File: src/rtl/pcapng_pkg.sv
// shared types, constants and helpers of the packet block framer
`timescale 1ns / 1ps

package pcapng_pkg;

    localparam logic [31:0] MAX_CAPTURE      = 32'd262144;
    localparam logic [31:0] BLOCK_TYPE_EPB   = 32'h0000_0006;
    localparam logic [31:0] FLAGS_OPT_HEADER = 32'h0004_0002;
    localparam logic [31:0] END_OF_OPTIONS   = 32'h0000_0000;
    localparam logic [31:0] HEADER_BYTES     = 32'd28;
    localparam logic [31:0] TRAILER_BYTES    = 32'd4;
    localparam logic [31:0] FLAGS_OPT_BYTES  = 32'd12;
    localparam logic [29:0] TICKS_RESET      = 30'd1000000;

    localparam int CMD_DEPTH = 4;
    localparam int CMD_PTR_W = $clog2(CMD_DEPTH);

    typedef enum logic {
        OP_START = 1'b0,
        OP_BYTE  = 1'b1
    } t_opcode;

    typedef struct packed {
        logic        opcode;
        logic [7:0]  payload_byte;
        logic [31:0] seconds;
        logic [31:0] fraction;
        logic [18:0] captured_length;
        logic [31:0] original_length;
        logic [31:0] interface_number;
        logic [31:0] packet_flags;
    } t_in_item;

    typedef struct packed {
        logic [31:0] out_word;
        logic        end_of_block;
    } t_out_item;

    // one queued job for the word sequencer
    typedef struct packed {
        logic        is_header;
        logic        trailer;
        logic        has_opt;
        logic [31:0] total;
        logic [31:0] flags;
        logic [31:0] ifnum;
        logic [31:0] sec;
        logic [31:0] frac;
        logic [18:0] caplen;
        logic [31:0] origlen;
        logic [31:0] word;
    } t_cmd;

    typedef enum logic [3:0] {
        BK_IDLE,
        BK_TYPE,
        BK_TOTAL,
        BK_IFNUM,
        BK_TS_HI,
        BK_TS_LO,
        BK_CAPLEN,
        BK_ORIGLEN,
        BK_WORD,
        BK_OPT_HDR,
        BK_OPT_VAL,
        BK_OPT_END,
        BK_TRAILER
    } t_back_state;

    typedef struct packed {
        logic push;
        logic pop;
        logic full;
        logic empty;
    } t_q_stat;

    // step that follows the fixed part of a job
    function automatic t_back_state tail_state(input t_cmd cmd);
        t_back_state s;
        if (!cmd.trailer) begin
            s = BK_IDLE;
        end else if (cmd.has_opt) begin
            s = BK_OPT_HDR;
        end else begin
            s = BK_TRAILER;
        end
        return s;
    endfunction

    function automatic t_back_state first_state(input t_cmd cmd);
        t_back_state s;
        if (cmd.is_header) begin
            s = BK_TYPE;
        end else begin
            s = BK_WORD;
        end
        return s;
    endfunction

endpackage

File: src/rtl/pcapng_front.sv
// front end: takes input transfers, packs payload bytes and queues jobs
`timescale 1ns / 1ps

module pcapng_front (
    input  logic               i_clk,
    input  logic               i_rst_n,
    input  logic               i_valid,
    input  pcapng_pkg::t_in_item i_item,
    input  logic               i_q_full,
    output logic               o_ready,
    output logic               o_push,
    output pcapng_pkg::t_cmd   o_cmd
);

    logic        r_in_payload;
    logic [18:0] r_bytes_left;
    logic [23:0] r_partial;
    logic [1:0]  r_lane;
    logic [31:0] r_total;
    logic [31:0] r_flags;

    logic        n_in_payload;
    logic [18:0] n_bytes_left;
    logic [23:0] n_partial;
    logic [1:0]  n_lane;
    logic [31:0] n_total;
    logic [31:0] n_flags;

    logic        w_accept;
    logic        w_start;
    logic        w_byte;
    logic        w_last;
    logic [18:0] w_cap;
    logic [31:0] w_padded;
    logic [31:0] w_total;
    logic [31:0] w_word;

    assign o_ready  = !i_q_full;
    assign w_accept = i_valid && o_ready;
    assign w_start  = w_accept && (i_item.opcode == pcapng_pkg::OP_START);
    assign w_byte   = w_accept && (i_item.opcode == pcapng_pkg::OP_BYTE) && r_in_payload;
    assign w_last   = (r_bytes_left == 19'd1);

    always_comb begin
        if ({13'd0, i_item.captured_length} > pcapng_pkg::MAX_CAPTURE) begin
            w_cap = pcapng_pkg::MAX_CAPTURE[18:0];
        end else begin
            w_cap = i_item.captured_length;
        end
        w_padded = ({13'd0, w_cap} + 32'd3) & ~32'd3;
        w_total  = pcapng_pkg::HEADER_BYTES + w_padded + pcapng_pkg::TRAILER_BYTES;
        if (i_item.packet_flags != 32'd0) begin
            w_total = w_total + pcapng_pkg::FLAGS_OPT_BYTES;
        end
    end

    // upper lanes stay zero, which gives the padding of a short last word
    assign w_word = {8'd0, r_partial} | ({24'd0, i_item.payload_byte} << {r_lane, 3'b000});

    always_comb begin
        n_in_payload = r_in_payload;
        n_bytes_left = r_bytes_left;
        n_partial    = r_partial;
        n_lane       = r_lane;
        n_total      = r_total;
        n_flags      = r_flags;
        if (w_start) begin
            n_in_payload = (w_cap != 19'd0);
            n_bytes_left = w_cap;
            n_partial    = 24'd0;
            n_lane       = 2'd0;
            n_total      = w_total;
            n_flags      = i_item.packet_flags;
        end else if (w_byte) begin
            n_in_payload = !w_last;
            n_bytes_left = r_bytes_left - 19'd1;
            if (w_last || r_lane == 2'd3) begin
                n_partial = 24'd0;
                n_lane    = 2'd0;
            end else begin
                n_partial = w_word[23:0];
                n_lane    = r_lane + 2'd1;
            end
        end
    end

    always_ff @(posedge i_clk) begin
        if (!i_rst_n) begin
            r_in_payload <= 1'b0;
            r_bytes_left <= 19'd0;
            r_partial    <= 24'd0;
            r_lane       <= 2'd0;
            r_total      <= 32'd0;
            r_flags      <= 32'd0;
        end else begin
            r_in_payload <= n_in_payload;
            r_bytes_left <= n_bytes_left;
            r_partial    <= n_partial;
            r_lane       <= n_lane;
            r_total      <= n_total;
            r_flags      <= n_flags;
        end
    end

    assign o_push = w_start || (w_byte && (w_last || r_lane == 2'd3));

    always_comb begin
        o_cmd = '0;
        if (w_start) begin
            o_cmd.is_header = 1'b1;
            o_cmd.trailer   = (w_cap == 19'd0);
            o_cmd.has_opt   = (i_item.packet_flags != 32'd0);
            o_cmd.total     = w_total;
            o_cmd.flags     = i_item.packet_flags;
            o_cmd.ifnum     = i_item.interface_number;
            o_cmd.sec       = i_item.seconds;
            o_cmd.frac      = i_item.fraction;
            o_cmd.caplen    = w_cap;
            o_cmd.origlen   = i_item.original_length;
        end else begin
            o_cmd.is_header = 1'b0;
            o_cmd.trailer   = w_last;
            o_cmd.has_opt   = (r_flags != 32'd0);
            o_cmd.total     = r_total;
            o_cmd.flags     = r_flags;
            o_cmd.word      = w_word;
        end
    end

endmodule

File: src/rtl/pcapng_cmd_fifo.sv
// small job queue between front end and word sequencer
`timescale 1ns / 1ps

module pcapng_cmd_fifo (
    input  logic             i_clk,
    input  logic             i_rst_n,
    input  logic             i_push,
    input  pcapng_pkg::t_cmd i_cmd,
    input  logic             i_pop,
    output pcapng_pkg::t_cmd o_head,
    output logic             o_full,
    output logic             o_empty
);

    pcapng_pkg::t_cmd r_mem [pcapng_pkg::CMD_DEPTH];

    logic [pcapng_pkg::CMD_PTR_W-1:0] r_wr_ptr;
    logic [pcapng_pkg::CMD_PTR_W-1:0] r_rd_ptr;
    logic [pcapng_pkg::CMD_PTR_W:0]   r_count;

    assign o_full  = (r_count == (pcapng_pkg::CMD_PTR_W+1)'(pcapng_pkg::CMD_DEPTH));
    assign o_empty = (r_count == '0);
    assign o_head  = r_mem[r_rd_ptr];

    always_ff @(posedge i_clk) begin
        if (i_push) begin
            r_mem[r_wr_ptr] <= i_cmd;
        end
    end

    always_ff @(posedge i_clk) begin
        if (!i_rst_n) begin
            r_wr_ptr <= '0;
            r_rd_ptr <= '0;
            r_count  <= '0;
        end else begin
            if (i_push) begin
                r_wr_ptr <= r_wr_ptr + (pcapng_pkg::CMD_PTR_W)'(1);
            end
            if (i_pop) begin
                r_rd_ptr <= r_rd_ptr + (pcapng_pkg::CMD_PTR_W)'(1);
            end
            if (i_push && !i_pop) begin
                r_count <= r_count + (pcapng_pkg::CMD_PTR_W+1)'(1);
            end else if (i_pop && !i_push) begin
                r_count <= r_count - (pcapng_pkg::CMD_PTR_W+1)'(1);
            end
        end
    end

endmodule

File: src/rtl/pcapng_back.sv
// back end: walks each job word by word into the output register
`timescale 1ns / 1ps

module pcapng_back (
    input  logic                  i_clk,
    input  logic                  i_rst_n,
    input  logic                  i_cfg_we,
    input  logic [29:0]           i_cfg_data,
    input  pcapng_pkg::t_cmd      i_head,
    input  logic                  i_empty,
    output logic                  o_pop,
    output logic                  o_valid,
    input  logic                  i_ready,
    output pcapng_pkg::t_out_item o_item
);

    pcapng_pkg::t_back_state r_state;
    pcapng_pkg::t_back_state n_state;
    pcapng_pkg::t_back_state w_after;

    pcapng_pkg::t_cmd      r_cmd;
    logic [29:0]           r_ticks;
    logic [61:0]           r_prod;
    logic [63:0]           r_ts;
    logic                  r_valid;
    pcapng_pkg::t_out_item r_item;

    logic        w_adv;
    logic        w_done;
    logic [31:0] w_word;
    logic        w_eob;

    always_ff @(posedge i_clk) begin
        if (!i_rst_n) begin
            r_ticks <= pcapng_pkg::TICKS_RESET;
        end else if (i_cfg_we) begin
            r_ticks <= i_cfg_data;
        end
    end

    // timestamp settles in r_prod, then r_ts, before a loaded job's high word is due
    always_ff @(posedge i_clk) begin
        r_prod <= r_cmd.sec * r_ticks;
        r_ts   <= {2'd0, r_prod} + {32'd0, r_cmd.frac};
    end

    assign w_adv  = (r_state != pcapng_pkg::BK_IDLE) && (!r_valid || i_ready);
    assign w_done = (r_state == pcapng_pkg::BK_IDLE)
                 || (w_adv && w_after == pcapng_pkg::BK_IDLE);
    assign o_pop  = w_done && !i_empty;

    // next state
    always_comb begin
        unique case (r_state)
            pcapng_pkg::BK_TYPE:    w_after = pcapng_pkg::BK_TOTAL;
            pcapng_pkg::BK_TOTAL:   w_after = pcapng_pkg::BK_IFNUM;
            pcapng_pkg::BK_IFNUM:   w_after = pcapng_pkg::BK_TS_HI;
            pcapng_pkg::BK_TS_HI:   w_after = pcapng_pkg::BK_TS_LO;
            pcapng_pkg::BK_TS_LO:   w_after = pcapng_pkg::BK_CAPLEN;
            pcapng_pkg::BK_CAPLEN:  w_after = pcapng_pkg::BK_ORIGLEN;
            pcapng_pkg::BK_ORIGLEN: w_after = pcapng_pkg::tail_state(r_cmd);
            pcapng_pkg::BK_WORD:    w_after = pcapng_pkg::tail_state(r_cmd);
            pcapng_pkg::BK_OPT_HDR: w_after = pcapng_pkg::BK_OPT_VAL;
            pcapng_pkg::BK_OPT_VAL: w_after = pcapng_pkg::BK_OPT_END;
            pcapng_pkg::BK_OPT_END: w_after = pcapng_pkg::BK_TRAILER;
            default:                w_after = pcapng_pkg::BK_IDLE;
        endcase
    end

    always_comb begin
        priority if (o_pop) begin
            n_state = pcapng_pkg::first_state(i_head);
        end else if (w_done) begin
            n_state = pcapng_pkg::BK_IDLE;
        end else if (w_adv) begin
            n_state = w_after;
        end else begin
            n_state = r_state;
        end
    end

    // word of the current step
    always_comb begin
        w_eob = 1'b0;
        unique case (r_state)
            pcapng_pkg::BK_TYPE:    w_word = pcapng_pkg::BLOCK_TYPE_EPB;
            pcapng_pkg::BK_TOTAL:   w_word = r_cmd.total;
            pcapng_pkg::BK_IFNUM:   w_word = r_cmd.ifnum;
            pcapng_pkg::BK_TS_HI:   w_word = r_ts[63:32];
            pcapng_pkg::BK_TS_LO:   w_word = r_ts[31:0];
            pcapng_pkg::BK_CAPLEN:  w_word = {13'd0, r_cmd.caplen};
            pcapng_pkg::BK_ORIGLEN: w_word = r_cmd.origlen;
            pcapng_pkg::BK_WORD:    w_word = r_cmd.word;
            pcapng_pkg::BK_OPT_HDR: w_word = pcapng_pkg::FLAGS_OPT_HEADER;
            pcapng_pkg::BK_OPT_VAL: w_word = r_cmd.flags;
            pcapng_pkg::BK_OPT_END: w_word = pcapng_pkg::END_OF_OPTIONS;
            pcapng_pkg::BK_TRAILER: begin
                w_word = r_cmd.total;
                w_eob  = 1'b1;
            end
            default:                w_word = 32'd0;
        endcase
    end

    always_ff @(posedge i_clk) begin
        if (!i_rst_n) begin
            r_state <= pcapng_pkg::BK_IDLE;
            r_valid <= 1'b0;
        end else begin
            r_state <= n_state;
            if (w_adv) begin
                r_valid <= 1'b1;
            end else if (i_ready) begin
                r_valid <= 1'b0;
            end
        end
    end

    always_ff @(posedge i_clk) begin
        if (o_pop) begin
            r_cmd <= i_head;
        end
        if (w_adv) begin
            r_item.out_word     <= w_word;
            r_item.end_of_block <= w_eob;
        end
    end

    assign o_valid = r_valid;
    assign o_item  = r_item;

endmodule

File: src/rtl/pcapng_packet_block_framer.sv
// top level of the enhanced packet block framer
//
//  channel  direction  handshake                   payload
//  in       input      i_in_valid / o_in_ready     i_in  (t_in_item)
//  out      output     o_out_valid / i_out_ready   o_out (t_out_item)
//  cfg      input      i_cfg_we                    i_cfg_data (ticks per second)
//
// one input transfer per cycle while the job queue has room; a start item
// becomes 7 to 11 output words, a payload byte 0 to 5, one word per cycle
// from the sequencer unless the output stalls; a job passes the queue, r_cmd
// and output register, the timestamp multiply running under earlier header words
// synchronous active-low reset empties the queue and the output register
// header bursts or a stalled output fill the queue, then o_in_ready drops
`timescale 1ns / 1ps

module pcapng_packet_block_framer (
    input  logic                  i_clk,
    input  logic                  i_rst_n,
    input  logic                  i_in_valid,
    output logic                  o_in_ready,
    input  pcapng_pkg::t_in_item  i_in,
    output logic                  o_out_valid,
    input  logic                  i_out_ready,
    output pcapng_pkg::t_out_item o_out,
    input  logic                  i_cfg_we,
    input  logic [29:0]           i_cfg_data
);

    pcapng_pkg::t_q_stat w_q;
    pcapng_pkg::t_cmd    w_push_cmd;
    pcapng_pkg::t_cmd    w_head;

    pcapng_front u_front (
        .i_clk    (i_clk),
        .i_rst_n  (i_rst_n),
        .i_valid  (i_in_valid),
        .i_item   (i_in),
        .i_q_full (w_q.full),
        .o_ready  (o_in_ready),
        .o_push   (w_q.push),
        .o_cmd    (w_push_cmd)
    );

    pcapng_cmd_fifo u_fifo (
        .i_clk   (i_clk),
        .i_rst_n (i_rst_n),
        .i_push  (w_q.push),
        .i_cmd   (w_push_cmd),
        .i_pop   (w_q.pop),
        .o_head  (w_head),
        .o_full  (w_q.full),
        .o_empty (w_q.empty)
    );

    pcapng_back u_back (
        .i_clk      (i_clk),
        .i_rst_n    (i_rst_n),
        .i_cfg_we   (i_cfg_we),
        .i_cfg_data (i_cfg_data),
        .i_head     (w_head),
        .i_empty    (w_q.empty),
        .o_pop      (w_q.pop),
        .o_valid    (o_out_valid),
        .i_ready    (i_out_ready),
        .o_item     (o_out)
    );

    a_no_overflow: assert property (@(posedge i_clk) disable iff (!i_rst_n)
        w_q.push |-> !w_q.full)
        else $error("job pushed into a full queue");

    a_no_underflow: assert property (@(posedge i_clk) disable iff (!i_rst_n)
        w_q.pop |-> !w_q.empty)
        else $error("job popped from an empty queue");

    a_trailer_aligned: assert property (@(posedge i_clk) disable iff (!i_rst_n)
        (o_out_valid && o_out.end_of_block) |-> (o_out.out_word[1:0] == 2'b00))
        else $error("block total length not a multiple of four");

endmodule
File: config.mk
export PLATFORM = sky130hd
export DESIGN_NAME = pcapng_packet_block_framer
export DESIGN_NICKNAME = d
export VERILOG_FILES = /design/src/rtl/pcapng_pkg.sv /design/src/rtl/pcapng_front.sv /design/src/rtl/pcapng_cmd_fifo.sv /design/src/rtl/pcapng_back.sv /design/src/rtl/pcapng_packet_block_framer.sv
export SDC_FILE = /design/constraint.sdc
export NUM_CORES = 2
export LEC_CHECK = 0
export CAP_MARGIN = 20
export CORE_MARGIN = 4
export CORE_UTILIZATION = 65
export CTS_CLUSTER_DIAMETER = 40
export DETAILED_ROUTE_END_ITERATION = 7
export DONT_BUFFER_PORTS = 1
export PLACE_DENSITY = 0.89
export SLEW_MARGIN = 10
export SYNTH_ARGS = -nofsm -noshare
export SYNTH_HDL_FRONTEND = slang
export SYNTH_HIERARCHICAL = 1
export SYNTH_SLANG_ARGS = --single-unit
File: constraint.sdc
create_clock -name i_clk -period 35.7 [get_ports i_clk]
set_input_delay 3.57 -clock i_clk [delete_from_list [all_inputs] [get_ports i_clk]]
set_output_delay 3.57 -clock i_clk [all_outputs]
set_load 0.05 [all_outputs]
==> impl_metrics.py <==
metrics = {
    "place": {
        "gp_congestion": 0.933,
        "numPortBuffers": 0,
        "hpwlAfterDp_mm": 161,
        "dpl_cell_area_mm2": 0.0915,
        "pre_cts_slack_ns": 27.41,
    },
    "clocking": {
        "cts_resized": 0,
        "clkTransAtPathRegs_ns": 0.06,
        "clockRootBuffer": "clkbuf_16",
        "cts_htree_levels": 4,
        "cts_tree": "done",
        "clock_latency_ns": 0.84,
        "cts_sinks": 1529,
        "cts_setup_buffers": 0,
        "postCtsHoldBufs": 0,
        "clk_path_buf_depth": 3,
        "cts_buffers": 167,
    },
    "global_routing": {
        "grt_pass1_wl_mm": 377,
        "grt_pass1_vias": 60595,
        "track_usage_pct": 34.4,
        "grt_max_degree": 162,
        "grt-ovfl-total": 0,
        "antenna_found_initial": 21,
    },
    "logic_synthesis": {
        "synth_area_leaders": "edfxtp_1 42%, fa_1 19%, mux4_2 6.1%",
        "yosysWarnings": 6,
        "synth_top_cells_by_count": "1262 x edfxtp_1, 888 x inv_1, 838 x fa_1",
        "avgSynthCellArea_um2": 13.1,
        "synth.distinct_cells": 101,
        "synth_edf_count": 1262,
        "async_reset_ff_share_pct": 0,
        "yosysTopAreaCell": "edfxtp_1",
        "netlist_area_mm2": 0.0903,
        "synthCells": 6912,
        "synth_ff_type": "edfxtp_1",
        "synth_seq_area_share_pct": 47.9,
        "synth_top_area_share_pct": 42.0,
        "ys_ff_latch": 1529,
        "yosysMostFrequentCell": "edfxtp_1",
    },
    "route": {
        "viasPerCell": 6.55,
        "drc": 28,
        "avgRoutedWirePerCell_um": 28.0,
        "postRouteAntennaNets": 0,
        "drtIter0Drc": 8080,
        "first_pass_iters": 8,
        "vias": 57405,
        "drt-total-wl_mm": 246,
    },
    "timing": {
        "worst_pin_slew_ns": 1.30,
        "fin_crit_ns": 8.36,
        "skew_ns": 0.0797,
        "max_slew_margin_pct": 12.8,
        "maxSlewViolCount": 0,
        "finalHoldViolCount": 0,
        "period_share_pct": 23.4,
        "setup_viol": 0,
        "finalWorstSetupSlack_ns": 27.34,
        "setup_tns_ns": 0,
        "rsz0062_at_grt": "no",
        "fmax_mhz": 120,
    },
    "run_status": {
        "outcome": "complete, but fails checks",
        "failed_checks": "design-rule violations",
    },
    "final_layout": {
        "final_nets": 8164,
        "drive_gt1_share_pct": 9.62,
        "syn2layout_area_growth_pct": 7.82,
        "final_area_mm2": 0.0974,
        "final_util_pct": 70.7,
        "fillers": 8176,
    },
    "floorplan": {
        "fp.coreArea_mm2": 0.138,
        "die_x_um": 381,
        "die_area_mm2": 0.145,
        "die_y_um": 381,
        "ioPinCount": 258,
        "rows": 136,
        "initial_core_util_pct": 65.5,
    },
    "worst_setup_path": {
        "cp_slowest_cell": "dfxtp_1",
        "setup.worst_path.class": "reg2reg",
        "cp.required_ns": 36.34,
        "crit_chain": "and2_1 -> fa_1 -> fa_1 -> inv_1 -> fa_1 -> inv_1 -> fa_1 -> inv_1 -> fa_1 -> inv_1 -> fa_1 -> fa_1 -> inv_1 -> fa_1 -> inv_1 -> ha_1 -> a311oi_1 -> a211o_1 -> a2111oi_1 -> o2111ai_1 -> nand2_1 -> a21oi_1 -> xnor2_1",
        "critPathMaxFanout": 33,
        "cp_data_arrival_time_ns": 9.00,
        "start_kind": "flop",
        "end_kind": "flop",
        "critPathMaxStageDelay_ns": 1.02,
        "crit_buf_inv": 6,
        "critical_path.top_delay_family": "adder cells",
        "cpMostUsedCell": "fa_1",
    },
    "job": {
        "maxCapViolCount": 0,
    },
    "hold_path": {
        "hold_path_class": "reg2reg",
    },
}
==> cell families (layout without fill, tap and decap cells) <==
family | count (synthesis) | count (layout) | synth area share (%)
buffers and inverters | 1264 | 1293 | 5.82
AOI/OAI and AO/OA | 605 | 605 | 4.50
xor gates and xnor gates | 152 | 152 | 1.49
DFF | 1529 | 1529 | 47.9
other | 1 | 28 | 0.00415
adders and majority gates | 1131 | 1131 | 22.6
and+or+nand+nor | 1943 | 1943 | 11.1
muxes | 287 | 287 | 6.59
==> worst min-delay path: cells and delay by family, from the launching register on <==
kind / cells / cell delay, ns
flip-flops: 1 / 0.31
AO/OA/AOI/OAI: 1 / 0.06
AND/OR/NAND/NOR: 1 / 0.07
==> path summary, 6_finish.rpt <==
path,startpoint,end,slack (ns),depth (start not counted)
min reg2reg,u_front/r_flags[6]$_SDFFE_PN0P_,u_front/r_flags[6]$_SDFFE_PN0P_,0.48,2
min,u_front/r_flags[6]$_SDFFE_PN0P_,u_front/r_flags[6]$_SDFFE_PN0P_,0.48,2
max reg2reg,u_back/r_ticks[13]$_SDFFE_PN0P_,u_back/r_prod[52]$_DFF_P_,27.34,23
max,u_back/r_ticks[13]$_SDFFE_PN0P_,u_back/r_prod[52]$_DFF_P_,27.34,23
==> layout by cell type (no fill, tap or decap), types with 13 or more instances in the layout <==
cell type	netlist	final
a21oi_1	226	226
edfxtp_1	1262	1262
clkinvlp_4	0	13
a221oi_1	15	15
clkinv_2	0	14
mux2i_1	39	39
buf_4	15	75
a31oi_1	17	17
dfxtp_1	267	261
nand2_1	680	680
o21ai_1	17	17
mux4_2	246	246
and2_1	724	720
a222oi_1	18	18
xnor2_1	95	95
nand3_1	49	49
a22oi_1	51	51
nor3_1	38	35
nor4_1	34	34
ha_1	293	293
diode_2	0	16
o21bai_1	18	18
inv_6	0	15
clkbuf_1	278	34
a21o_1	48	48
and3_1	38	38
nand2b_1	21	20
inv_1	888	887
nor2b_1	46	46
o21a_1	15	15
o21ai_0	60	60
fa_1	838	838
clkbuf_16	0	169
nand4_1	53	53
a22o_1	14	14
nor2_1	192	185
xor2_1	55	55
==> per-layer routing <==
metal	vias up	routed length, um	GRT usage [%]
li1	23180	-	-
met1	28671	81800	43.1
met2	4534	116000	54.5
met3	1012	29300	9.24
met4	8	18200	20.5
met5	-	126	0.430
==> through the flow <==
step | hold slack, ns | std cells
final | 0.484 | 8762
after CTS | 0.481 | 8737
after floorplan | 0.420 | 6923
after global routing | 0.488 | 8753
after detailed placement | 0.441 | 8426
after global placement | 0.447 | 8421
==> layout make-up <==
class / instances / area (um2) / share of cell area [%]
antenna: 16 / 40.0 / 0.0411
timing repair buffer: 93 / 905 / 0.929
clock buffer: 216 / 4530 / 4.65
sequential: 1529 / 43300 / 44.4
inverter: 889 / 3340 / 3.43
tap: 1794 / 2240 / 2.31
clock inverter: 95 / 1150 / 1.18
multi-input combinational: 4130 / 41900 / 43.0
==> sequential cells by signal, summed over array words and instances, names as in the netlist, 2 cells and up, named ones only <==
signal,cells
u_back/r_ts,63
u_front/r_bytes_left,19
u_fifo/r_count,3
u_back/r_ticks,30
u_fifo/r_rd_ptr,2
u_front/r_partial,24
u_fifo/r_wr_ptr,2
u_back/r_cmd,245
u_front/r_flags,32
u_back/r_prod,62
u_front/r_lane,2
u_back/o_item,33
u_front/r_total,20
u_back/r_state,4
u_fifo/r_mem,984
Power is not shown: default switching activity piles up to over one toggle a cycle in this logic, so the estimate is an artifact.
